[config.mk]
export PLATFORM = sky130hd
export DESIGN_NAME = multi_stop_gradient_color_lookup_unit
export DESIGN_NICKNAME = d
export VERILOG_FILES = /design/src/design/msg_pkg.sv /design/src/design/msg_front.sv /design/src/design/msg_queue.sv /design/src/design/msg_back.sv /design/src/design/multi_stop_gradient_color_lookup_unit.sv
export SDC_FILE = /design/constraint.sdc
export NUM_CORES = 2
export LEC_CHECK = 0
export ABC_AREA = 1
export CORE_MARGIN = 4
export CORE_UTILIZATION = 50
export CTS_CLUSTER_DIAMETER = 120
export CTS_CLUSTER_SIZE = 25
export DETAILED_ROUTE_END_ITERATION = 8
export DONT_BUFFER_PORTS = 1
export GPL_ROUTABILITY_DRIVEN = 0
export SKIP_CTS_REPAIR_TIMING = 1
export SYNTH_ARGS = -nofsm -noshare
export SYNTH_HDL_FRONTEND = slang
export SYNTH_SLANG_ARGS = --single-unit
export TNS_END_PERCENT = 10
[constraint.sdc]
create_clock -name clk_i -period 24.8 [get_ports clk_i]
set_input_delay 3.72 -clock clk_i [delete_from_list [all_inputs] [get_ports clk_i]]
set_output_delay 3.72 -clock clk_i [all_outputs]
set_load 0.03 [all_outputs]
[src/design/msg_pkg.sv]
package msg_pkg;

  localparam int unsigned MaxStops = 8;
  localparam int unsigned IdxW     = $clog2(MaxStops);
  localparam int unsigned CntW     = 4;
  localparam int unsigned PosW     = 32;
  localparam int unsigned ColW     = 32;
  localparam int unsigned DivW     = 33;
  localparam int unsigned WgtW     = 17;
  localparam int unsigned QDepth   = 2;

  typedef enum logic [1:0] {
    KIND_EMPTY  = 2'd0,
    KIND_SOLID  = 2'd1,
    KIND_BLEND  = 2'd2
  } kind_e;

  // one classified lookup handed from front to back
  typedef struct packed {
    kind_e                kind;
    logic [ColW-1:0]      left_col;
    logic [ColW-1:0]      right_col;
    logic [DivW-1:0]      offset;
    logic [DivW-1:0]      span;
  } job_t;

endpackage

[src/design/msg_front.sv]
module msg_front (
  input  logic                      clk_i,
  input  logic                      rst_ni,
  input  logic [msg_pkg::CntW-1:0]  stop_count_i,
  input  logic                      in_valid_i,
  output logic                      in_ready_o,
  input  logic                      mode_i,
  input  logic [msg_pkg::IdxW-1:0]  stop_index_i,
  input  logic signed [31:0]        position_i,
  input  logic [31:0]               color_i,
  output logic                      job_valid_o,
  input  logic                      job_ready_i,
  output msg_pkg::job_t             job_o
);

  typedef enum logic [1:0] {
    ST_IDLE = 2'd0,
    ST_SCAN = 2'd1,
    ST_SEND = 2'd2
  } state_e;

  localparam int unsigned CntMax = msg_pkg::MaxStops;

  // stop table in flip-flops, one read port chosen by the scan index
  logic [msg_pkg::PosW-1:0] pos_mem [msg_pkg::MaxStops];
  logic [msg_pkg::ColW-1:0] col_mem [msg_pkg::MaxStops];

  state_e                    state_q;
  logic [msg_pkg::CntW:0]    idx_q;
  logic [msg_pkg::CntW:0]    n_q;
  logic signed [31:0]        look_q;
  logic signed [31:0]        prev_pos_q;
  logic [msg_pkg::ColW-1:0]  prev_col_q;
  msg_pkg::job_t             job_q;

  logic [msg_pkg::IdxW-1:0]  rd_idx;
  logic signed [31:0]        rd_pos;
  logic [msg_pkg::ColW-1:0]  rd_col;
  logic [msg_pkg::CntW:0]    n_d;

  assign rd_idx = idx_q[msg_pkg::IdxW-1:0];
  assign rd_pos = pos_mem[rd_idx];
  assign rd_col = col_mem[rd_idx];
  assign n_d    = ({1'b0, stop_count_i} > (msg_pkg::CntW+1)'(CntMax)) ?
                  (msg_pkg::CntW+1)'(CntMax) : {1'b0, stop_count_i};

  assign in_ready_o  = (state_q == ST_IDLE);
  assign job_valid_o = (state_q == ST_SEND);
  assign job_o       = job_q;

  // table writes
  always_ff @(posedge clk_i) begin
    if (in_valid_i && in_ready_o && !mode_i) begin
      pos_mem[stop_index_i] <= position_i;
      col_mem[stop_index_i] <= color_i;
    end
  end

  // segment search, one stop a cycle
  always_ff @(posedge clk_i or negedge rst_ni) begin
    if (!rst_ni) begin
      state_q <= ST_IDLE;
      idx_q   <= '0;
    end else begin
      unique case (state_q)
        ST_IDLE: begin
          if (in_valid_i && mode_i) begin
            look_q <= position_i;
            n_q    <= n_d;
            idx_q  <= '0;
            if (n_d == '0) begin
              job_q.kind <= msg_pkg::KIND_EMPTY;
              state_q    <= ST_SEND;
            end else begin
              state_q <= ST_SCAN;
            end
          end
        end
        ST_SCAN: begin
          if (idx_q == '0) begin
            if (look_q <= rd_pos) begin
              job_q.kind     <= msg_pkg::KIND_SOLID;
              job_q.left_col <= rd_col;
              state_q        <= ST_SEND;
            end
          end else if (look_q <= rd_pos) begin
            job_q.kind      <= msg_pkg::KIND_BLEND;
            job_q.left_col  <= prev_col_q;
            job_q.right_col <= rd_col;
            job_q.offset    <= DivW_sub(look_q, prev_pos_q);
            job_q.span      <= DivW_sub(rd_pos, prev_pos_q);
            state_q         <= ST_SEND;
          end
          if (!(look_q <= rd_pos)) begin
            if (idx_q + 1'b1 == n_q) begin
              job_q.kind     <= msg_pkg::KIND_SOLID;
              job_q.left_col <= rd_col;
              state_q        <= ST_SEND;
            end
          end
          prev_pos_q <= rd_pos;
          prev_col_q <= rd_col;
          idx_q      <= idx_q + 1'b1;
        end
        ST_SEND: begin
          if (job_ready_i) state_q <= ST_IDLE;
        end
        default: state_q <= ST_IDLE;
      endcase
    end
  end

  function automatic logic [msg_pkg::DivW-1:0] DivW_sub(logic signed [31:0] a,
                                                       logic signed [31:0] b);
    logic signed [msg_pkg::DivW-1:0] r;
    r = {a[31], a} - {b[31], b};
    return r;
  endfunction

endmodule

[src/design/msg_queue.sv]
module msg_queue (
  input  logic          clk_i,
  input  logic          rst_ni,
  input  logic          wr_valid_i,
  output logic          wr_ready_o,
  input  msg_pkg::job_t wr_data_i,
  output logic          rd_valid_o,
  input  logic          rd_ready_i,
  output msg_pkg::job_t rd_data_o
);

  localparam int unsigned PtrW = $clog2(msg_pkg::QDepth);

  msg_pkg::job_t       mem_q [msg_pkg::QDepth];
  logic [PtrW-1:0]     wp_q, rp_q;
  logic [PtrW:0]       cnt_q;
  logic                push, pop;

  assign wr_ready_o = (cnt_q != (PtrW+1)'(msg_pkg::QDepth));
  assign rd_valid_o = (cnt_q != '0);
  assign rd_data_o  = mem_q[rp_q];
  assign push       = wr_valid_i && wr_ready_o;
  assign pop        = rd_valid_o && rd_ready_i;

  // storage
  always_ff @(posedge clk_i) begin
    if (push) mem_q[wp_q] <= wr_data_i;
  end

  // pointers and fill
  always_ff @(posedge clk_i or negedge rst_ni) begin
    if (!rst_ni) begin
      wp_q  <= '0;
      rp_q  <= '0;
      cnt_q <= '0;
    end else begin
      if (push) wp_q <= wp_q + 1'b1;
      if (pop)  rp_q <= rp_q + 1'b1;
      cnt_q <= cnt_q + (PtrW+1)'(push) - (PtrW+1)'(pop);
    end
  end

endmodule

[src/design/msg_back.sv]
module msg_back (
  input  logic          clk_i,
  input  logic          rst_ni,
  input  logic          job_valid_i,
  output logic          job_ready_o,
  input  msg_pkg::job_t job_i,
  output logic          out_valid_o,
  input  logic          out_ready_i,
  output logic [7:0]    out_alpha_o,
  output logic [7:0]    out_red_o,
  output logic [7:0]    out_green_o,
  output logic [7:0]    out_blue_o
);

  typedef enum logic [2:0] {
    ST_IDLE = 3'd0,
    ST_DIV  = 3'd1,
    ST_MIX  = 3'd2,
    ST_OUT  = 3'd3
  } state_e;

  localparam int unsigned Steps = msg_pkg::WgtW;
  localparam int unsigned StW   = $clog2(msg_pkg::DivW + 16);

  state_e                     state_q;
  logic [StW-1:0]             step_q;
  logic [msg_pkg::DivW:0]     rem_q;
  logic [msg_pkg::DivW-1:0]   span_q;
  logic [msg_pkg::DivW-1:0]   off_q;
  logic [msg_pkg::WgtW-1:0]   quo_q;
  logic [msg_pkg::ColW-1:0]   lc_q, rc_q;
  logic [1:0]                 ch_q;
  logic [7:0]                 res_q [4];

  logic [msg_pkg::DivW:0]     rem_sh;
  logic                       fits;
  logic [msg_pkg::WgtW-1:0]   w, iw;
  logic [7:0]                 lch, rch;
  logic [msg_pkg::WgtW+8-1:0] mix;

  // restoring division, one quotient bit a cycle: w = off*65536 / span
  assign rem_sh = {rem_q[msg_pkg::DivW-1:0], off_q[msg_pkg::DivW-1]};
  assign fits   = rem_sh >= {1'b0, span_q};

  // one channel a cycle
  assign w   = quo_q;
  assign iw  = msg_pkg::WgtW'(17'h10000) - w;
  assign lch = lc_q[8*(3-ch_q) +: 8];
  assign rch = rc_q[8*(3-ch_q) +: 8];
  assign mix = (msg_pkg::WgtW+8)'(lch) * (msg_pkg::WgtW+8)'(iw)
             + (msg_pkg::WgtW+8)'(rch) * (msg_pkg::WgtW+8)'(w);

  assign job_ready_o = (state_q == ST_IDLE);
  assign out_valid_o = (state_q == ST_OUT);
  assign out_alpha_o = res_q[0];
  assign out_red_o   = res_q[1];
  assign out_green_o = res_q[2];
  assign out_blue_o  = res_q[3];

  always_ff @(posedge clk_i or negedge rst_ni) begin
    if (!rst_ni) begin
      state_q <= ST_IDLE;
      step_q  <= '0;
      ch_q    <= '0;
    end else begin
      unique case (state_q)
        ST_IDLE: begin
          if (job_valid_i) begin
            lc_q <= job_i.left_col;
            rc_q <= job_i.right_col;
            unique case (job_i.kind)
              msg_pkg::KIND_EMPTY: begin
                res_q[0] <= 8'd255;
                res_q[1] <= '0;
                res_q[2] <= '0;
                res_q[3] <= '0;
                state_q  <= ST_OUT;
              end
              msg_pkg::KIND_SOLID: begin
                res_q[0] <= job_i.left_col[31:24];
                res_q[1] <= job_i.left_col[23:16];
                res_q[2] <= job_i.left_col[15:8];
                res_q[3] <= job_i.left_col[7:0];
                state_q  <= ST_OUT;
              end
              default: begin
                // off <= span, so dividend off<<16 gives 17 quotient bits;
                // remainder starts at zero, the last 17 of 49 steps give them
                rem_q   <= '0;
                off_q   <= job_i.offset;
                span_q  <= job_i.span;
                quo_q   <= '0;
                step_q  <= '0;
                state_q <= ST_DIV;
              end
            endcase
          end
        end
        ST_DIV: begin
          // shift dividend (off followed by 16 zero bits) through the remainder
          rem_q  <= fits ? (rem_sh - {1'b0, span_q}) : rem_sh;
          off_q  <= {off_q[msg_pkg::DivW-2:0], 1'b0};
          if (step_q >= StW'(msg_pkg::DivW + 16 - Steps)) begin
            quo_q <= {quo_q[msg_pkg::WgtW-2:0], fits};
          end
          step_q <= step_q + 1'b1;
          if (step_q == StW'(msg_pkg::DivW + 16 - 1)) begin
            ch_q    <= '0;
            state_q <= ST_MIX;
          end
        end
        ST_MIX: begin
          res_q[ch_q] <= mix[16 +: 8];
          ch_q        <= ch_q + 1'b1;
          if (ch_q == 2'd3) state_q <= ST_OUT;
        end
        ST_OUT: begin
          if (out_ready_i) state_q <= ST_IDLE;
        end
        default: state_q <= ST_IDLE;
      endcase
    end
  end

endmodule

[src/design/multi_stop_gradient_color_lookup_unit.sv]
// channel | direction | handshake               | payload
// in      | in        | in_valid_i / in_ready_o | mode, stop_index, position, stop colour
// out     | out       | out_valid_o/out_ready_i | out_alpha/red/green/blue
// cfg     | in        | cfg_we_i                | cfg_wdata_i (stop_count)
// a write word updates the stop table in the front part
// a lookup scans up to 8 stops, one stop a cycle; a blend then takes a bit-serial
// divide and channel blending in the back part (one channel a cycle)
// a two-entry queue between front and back lets the scan of the next word run
// while the back part divides; reset is asynchronous and clears all control state
module multi_stop_gradient_color_lookup_unit (
  input  logic               clk_i,
  input  logic               rst_ni,
  input  logic               cfg_we_i,
  input  logic [3:0]         cfg_wdata_i,
  input  logic               in_valid_i,
  output logic               in_ready_o,
  input  logic               mode_i,
  input  logic [2:0]         stop_index_i,
  input  logic signed [31:0] position_i,
  input  logic [7:0]         stop_alpha_i,
  input  logic [7:0]         stop_red_i,
  input  logic [7:0]         stop_green_i,
  input  logic [7:0]         stop_blue_i,
  output logic               out_valid_o,
  input  logic               out_ready_i,
  output logic [7:0]         out_alpha_o,
  output logic [7:0]         out_red_o,
  output logic [7:0]         out_green_o,
  output logic [7:0]         out_blue_o
);

  logic [msg_pkg::CntW-1:0] count_q;
  logic                     fj_valid, fj_ready, bj_valid, bj_ready;
  msg_pkg::job_t            fj, bj;

  // stop count register
  always_ff @(posedge clk_i or negedge rst_ni) begin
    if (!rst_ni) count_q <= '0;
    else if (cfg_we_i) count_q <= cfg_wdata_i;
  end

  msg_front u_front (
    .clk_i, .rst_ni,
    .stop_count_i (count_q),
    .in_valid_i, .in_ready_o,
    .mode_i,
    .stop_index_i,
    .position_i,
    .color_i      ({stop_alpha_i, stop_red_i, stop_green_i, stop_blue_i}),
    .job_valid_o  (fj_valid),
    .job_ready_i  (fj_ready),
    .job_o        (fj)
  );

  msg_queue u_queue (
    .clk_i, .rst_ni,
    .wr_valid_i (fj_valid), .wr_ready_o (fj_ready), .wr_data_i (fj),
    .rd_valid_o (bj_valid), .rd_ready_i (bj_ready), .rd_data_o (bj)
  );

  msg_back u_back (
    .clk_i, .rst_ni,
    .job_valid_i (bj_valid), .job_ready_o (bj_ready), .job_i (bj),
    .out_valid_o, .out_ready_i,
    .out_alpha_o, .out_red_o, .out_green_o, .out_blue_o
  );

  // a word stalled at the output stays valid and holds its alpha and blue
  assert property (@(posedge clk_i) disable iff (!rst_ni)
    out_valid_o && !out_ready_i |=> out_valid_o && $stable(out_alpha_o)
      && $stable(out_blue_o))
    else $error("result changed while stalled");

  // back part takes no job while a result waits
  assert property (@(posedge clk_i) disable iff (!rst_ni)
    out_valid_o |-> !bj_ready)
    else $error("back part accepted a job while busy");

  // front offers no job while accepting input
  assert property (@(posedge clk_i) disable iff (!rst_ni)
    in_ready_o |-> !fj_valid)
    else $error("front part overlap");

endmodule
After elaboration in Yosys (flattened, before gate mapping):

Memories as Yosys holds them, arrays and structs flattened.
Cells that the tools add are included.

* magnitude comparators: 4
* multiply operators: 2
* reductions and logical operators: 33
* bitwise gates (word level): 6
* muxes and demuxes: 61
* equal/unequal tests: 19
* shift-type cells: 2
* add/subtract/negate cells: 13

Operators by type and width (number)
* $mux 33: 5
* $mux 34: 4
* $mux 132: 1
* $pmux 33 s2: 2
* $shiftx 32x33->8: 2
* $sub 32x32->33: 2
* $mux 17: 3
* $mul 8x17->24: 2
* $mux 8: 5
* $ge 34x33->1: 1
* $pmux 17 s2: 1
* $sub 33x33->33: 1
* $le 32x32->1: 1
* $add 24x24->24: 1
* $mux 2: 11
* $reduce_and 4->1: 5
* $sub 17x17->17 const A: 1
* $mux 1: 15
* $mux 3: 4
* $mux 6: 2
* $pmux 3 s4: 1
* $pmux 6 s2: 1
* $logic_not 5->1: 2
* $ne 2x1->1 const B: 5
* other kinds (33): 62

* word-level logic and storage cells: 168
* output and inout bits: 34
* memories: 4
* memory bits (writable): 808
* register bits after elaboration: 439
* bits of input ports: 77

Memory list
* u_queue.mem_q: words 2, width 132, read ports 1, clocked after Yosys merged registers in 0, wr ports 1, RTL line msg_queue.sv:14 `msg_pkg::job_t mem_q [msg_pkg::QDepth];`
* u_front.col_mem: words 8, width 32, read ports 1, clocked after Yosys merged registers in 0, wr ports 1, RTL line msg_front.sv:26 `logic [msg_pkg::ColW-1:0] col_mem [msg_pkg::MaxStops];`
* u_front.pos_mem: words 8, width 32, read ports 1, clocked after Yosys merged registers in 0, wr ports 1, RTL line msg_front.sv:25 `logic [msg_pkg::PosW-1:0] pos_mem [msg_pkg::MaxStops];`
* u_back.res_q: words 4, width 8, read ports 4, clocked after Yosys merged registers in 0, wr ports 4, RTL line msg_back.sv:33 `logic [7:0] res_q [4];`

Logic depth before layout (Yosys ltp):

An unclocked memory read counts as a cell.

* depth in word-level cells: 9
* depth in mapped cells: 37
* gate-level depth less buffers: 36

Modules after synthesis:

Synthesis repeated with hierarchy kept, for this count alone.

* cell total of the unflattened synthesis: 5923
* area, all modules: 63265.7 um^2

Modules (own cells, without submodules)
* msg_front: sequential area each 22516.6 um^2, times used 1, area each 32857.8 um^2, cells an instance 2762
* msg_back: sequential area each 6616.3 um^2, times used 1, area each 20398.3 um^2, cells an instance 2423
* msg_queue: sequential area each 8027.7 um^2, times used 1, area each 9860.7 um^2, cells an instance 721
* multi_stop_gradient_color_lookup_unit: sequential area each 100.1 um^2, times used 1, area each 148.9 um^2, cells an instance 17

Worst setup path after synthesis:

OpenSTA, ideal clock, no wires.

* kind: input-to-reg
* start point: input rst_ni
* end point: register u_front.job_q (netlist bit u_front.job_o[0]), enable pin
* required time: 24.005 ns
* setup slack: 10.768 ns
* data arrival time: 13.237 ns
* library setup time: 0.795 ns
* cell stages on the path: 2
* path buffers: 0
* cells stage by stage: inv_1 nor4_1

* longest elaborated chain between the ends: 1

RTL lines
* start, declared: RTL line multi_stop_gradient_color_lookup_unit.sv:12 `input logic rst_ni,`
* $reduce_and 4->1 (no line)
* end, declared: RTL line msg_front.sv:34 `msg_pkg::job_t job_q;`

No other way between the ends.
A chain may end at the register's enable or synchronous reset.

==> results.yml <==
die:
  num_rows: 129
  fp.dieW_um: 363
  floorplan.initialDensity: 0.506
  die_height_um: 363
  dieArea_um2: 132000
  ioPinCount: 111
  core_area_um2: 124000
sta:
  finalCritPeriodShare: 0.304
  skew_ps: 52.9
  post-route-min-period_ps: 7540
  rsz0062_at_grt: "no"
  timing.final.hold_violations: 0
  clock.fmax_ghz: 0.133
  worst-slew-pin-transition_ps: 1100
  timing.final.max_slew_violations: 0
  slew-limit-headroom: 0.265
  final-setup-viol-count: 0
  holdWs_ps: 433
  finalSetupTns_ps: 0
route:
  vias: 40400
  drtPass1Iterations: 6
  post-route-drc-count: 0
  drtIter0Drc: 3584
  route.detailed.vias_per_inst: 5.45
  drt.antenna.violating_nets: 0
  wl_um: 150000
  drt-wirelength-per-cell_um: 20.2
global_routing:
  first_global_vias: 38700
  gr-usage-all-layers: 0.226
  antenna_found_initial: 5
  grt_max_degree: 106
  grt-ovfl-total: 0
  grt_pass1_wl_um: 232000
setup_path:
  worstPathArrival_ps: 8090
  worstPathBufferInverterCount: 8
  timing.critical_path.mode_cell: "inv_1"
  cp_max_fo: 35
  setup.worst_path.class: "reg -> reg"
  critical_path.max_stage_delay_ps: 780
  setup.worst_path.start_class: "flip-flop"
  endpoint_kind: "flip-flop"
  worst_setup_path_startpoint: "u_back.ch_q[0]"
  worstPathRequired_ps: 25350
  slowest_cell_on_the_critical_path: "inv_1"
  critPathTopFamily: "adder cells"
  reg2reg_from: "u_back.ch_q[0]"
cts:
  cts_tree: "done"
  clk_path_buf_depth: 3
  worstSkewPairLatency_ps: 700
  htreeDepth: 2
  clock_pin_slew_reported_for_the_worst_setup_and_hold_paths_after_clock_tree_synthesis_ps: 110
  cts_root_buf: "clkbuf_16"
  cts_inserted_buffers: 56
  cts_num_sinks: 1245
synthesis:
  ys.flop_type: "edfxtp_1"
  syn-instance-count: 5837
  ys_async_sr_fraction: 0.0201
  synth.net_count: 6346
  yosysUniqueCellTypes: 67
  postSynthRegisterBits: 1245
  syn-mean-instance-area_um2: 10.8
  synth_edf_count: 1220
  number_of_warnings_printed_during_yosys_synthesis: 0
  synth_sequential_area_ratio: 0.591
  syn_area_um2: 63000
power_and_ir_drop:
  power.ir.vdd_worst_uv: 117
  pwr_density_cell_nw_per_um2: 115
  leakage_nw: 26.2
finish:
  multi_input_area_um2: 21900
  areaGrowthSynthToFinish_pct: 5.00
  num-nets-final: 6238
  layout.cell_area.non_filler_um2: 66100
  area.sequential_um2: 37300
  post_route_cells_drive_above_1_share: 0.0357
  fill_cells: 10900
run_status:
  run_status: "completed"
job:
  drv.max_cap_violation_count: 0
place:
  placed_cell_area_um2: 64500
  dp_hpwl_um: 104000
  port_buffers: 0
min_path:
  min_path_type: "reg -> reg"
  hp-start: "u_front.job_o[49]"
## cell usage in the layout, fill, tap and decap left out, types with 22 or more instances in the layout
cell type,count
buf_4,46
ha_1,210
clkbuf_16,56
xnor2_1,26
edfxtp_1,1220
nand3_1,160
a21oi_1,202
nor2_2,26
nor2_1,636
dfrtp_1,22
xor2_1,75
o21ai_1,103
o22ai_1,132
o21a_1,45
fa_1,221
o21ai_0,370
nor3_1,29
clkbuf_1,43
nand4_1,25
nand2_1,1179
inv_1,766
## logic make-up after synthesis
family          Yosys count  synth area share
simple gates           2132             0.137
flops                  1245             0.591
buf+inv                 994            0.0626
compound gates          926            0.0813
fa+ha+maj               432             0.112
xor+xnor                103            0.0146
mux                       5          0.000814
## metal layers
layer,GRT usage,wire [µm]
met1,0.339,69500
met2,0.360,68700
met3,0.0340,9530
met4,0.0362,2210
met5,0,27
## flip-flops by register name (all words and copies together) (netlist names), 4 cells and up
register	cells
u_back.rc_q	32
u_front.n_q	4
u_back.off_q	33
u_back.rem_q	33
u_back.step_q	6
u_front.pos_mem	256
u_front.job_o	132
u_back.quo_q	17
u_front.col_mem	256
u_front.prev_col_q	32
u_front.idx_q	5
u_back.res_q	32
u_front.look_q	32
u_back.lc_q	32
u_back.span_q	33
u_front.prev_pos_q	32
count_q	4
u_queue.mem_q	264
## final cells by class
type	count	share of cell area
inverters	782	0.0447
clock inverters	6	0.000908
multi-input cells	3598	0.331
well taps	1637	0.0310
clock buffers	99	0.0236
flip-flops and latches	1245	0.563
repair buffers	46	0.00522
diodes	1	0.0000378
## power breakdown
| part | switching [W] | internal (W) | total (W) |
|---|---|---|---|
| Combinational | 0.00258 | 0.00121 | 0.00379 |
| Sequential | 0.000116 | 0.00266 | 0.00278 |
| Clock | 0.000632 | 0.000435 | 0.00107 |
## metrics by stage
step           power, W  worst slack (ps)  utilization  std cells
2_1_floorplan   0.00555             10770            -       5837
3_3_place_gp    0.00653             17370        0.518       7308
3_5_place_dp    0.00658             17280        0.518       7308
4_1_cts         0.00765             17310        0.532       7413
5_1_grt         0.00825             16730        0.532       7413
6_report        0.00763             17260        0.532       7414
## synthesized netlist by cell type, types with 75 or more instances
| master | instances | area [µm²] |
|---|---|---|
| a21oi_1 | 202 | 1010 |
| clkbuf_1 | 116 | 435 |
| edfxtp_1 | 1220 | 36600 |
| fa_1 | 221 | 4420 |
| ha_1 | 211 | 2640 |
| inv_1 | 768 | 2880 |
| nand2_1 | 1179 | 4430 |
| nand3_1 | 160 | 801 |
| nor2_1 | 645 | 2420 |
| o21ai_0 | 370 | 1850 |
| o21ai_1 | 103 | 515 |
| o22ai_1 | 132 | 826 |
| xor2_1 | 75 | 657 |
## final timing paths
path	to	slack (ps)	cells past startpoint
hold reg to reg	u_queue.mem_q[1][49]	430	0
setup reg to reg	u_back.res_q[2][7]	17260	29
hold / removal	u_queue.mem_q[1][49]	430	0
max in group asynchronous	u_back.step_q[5]	21960	0
setup / recovery	u_back.res_q[2][7]	17260	29
min in group asynchronous	u_front.idx_q[1]	2710	0
(Power assumes the default switching activity.)
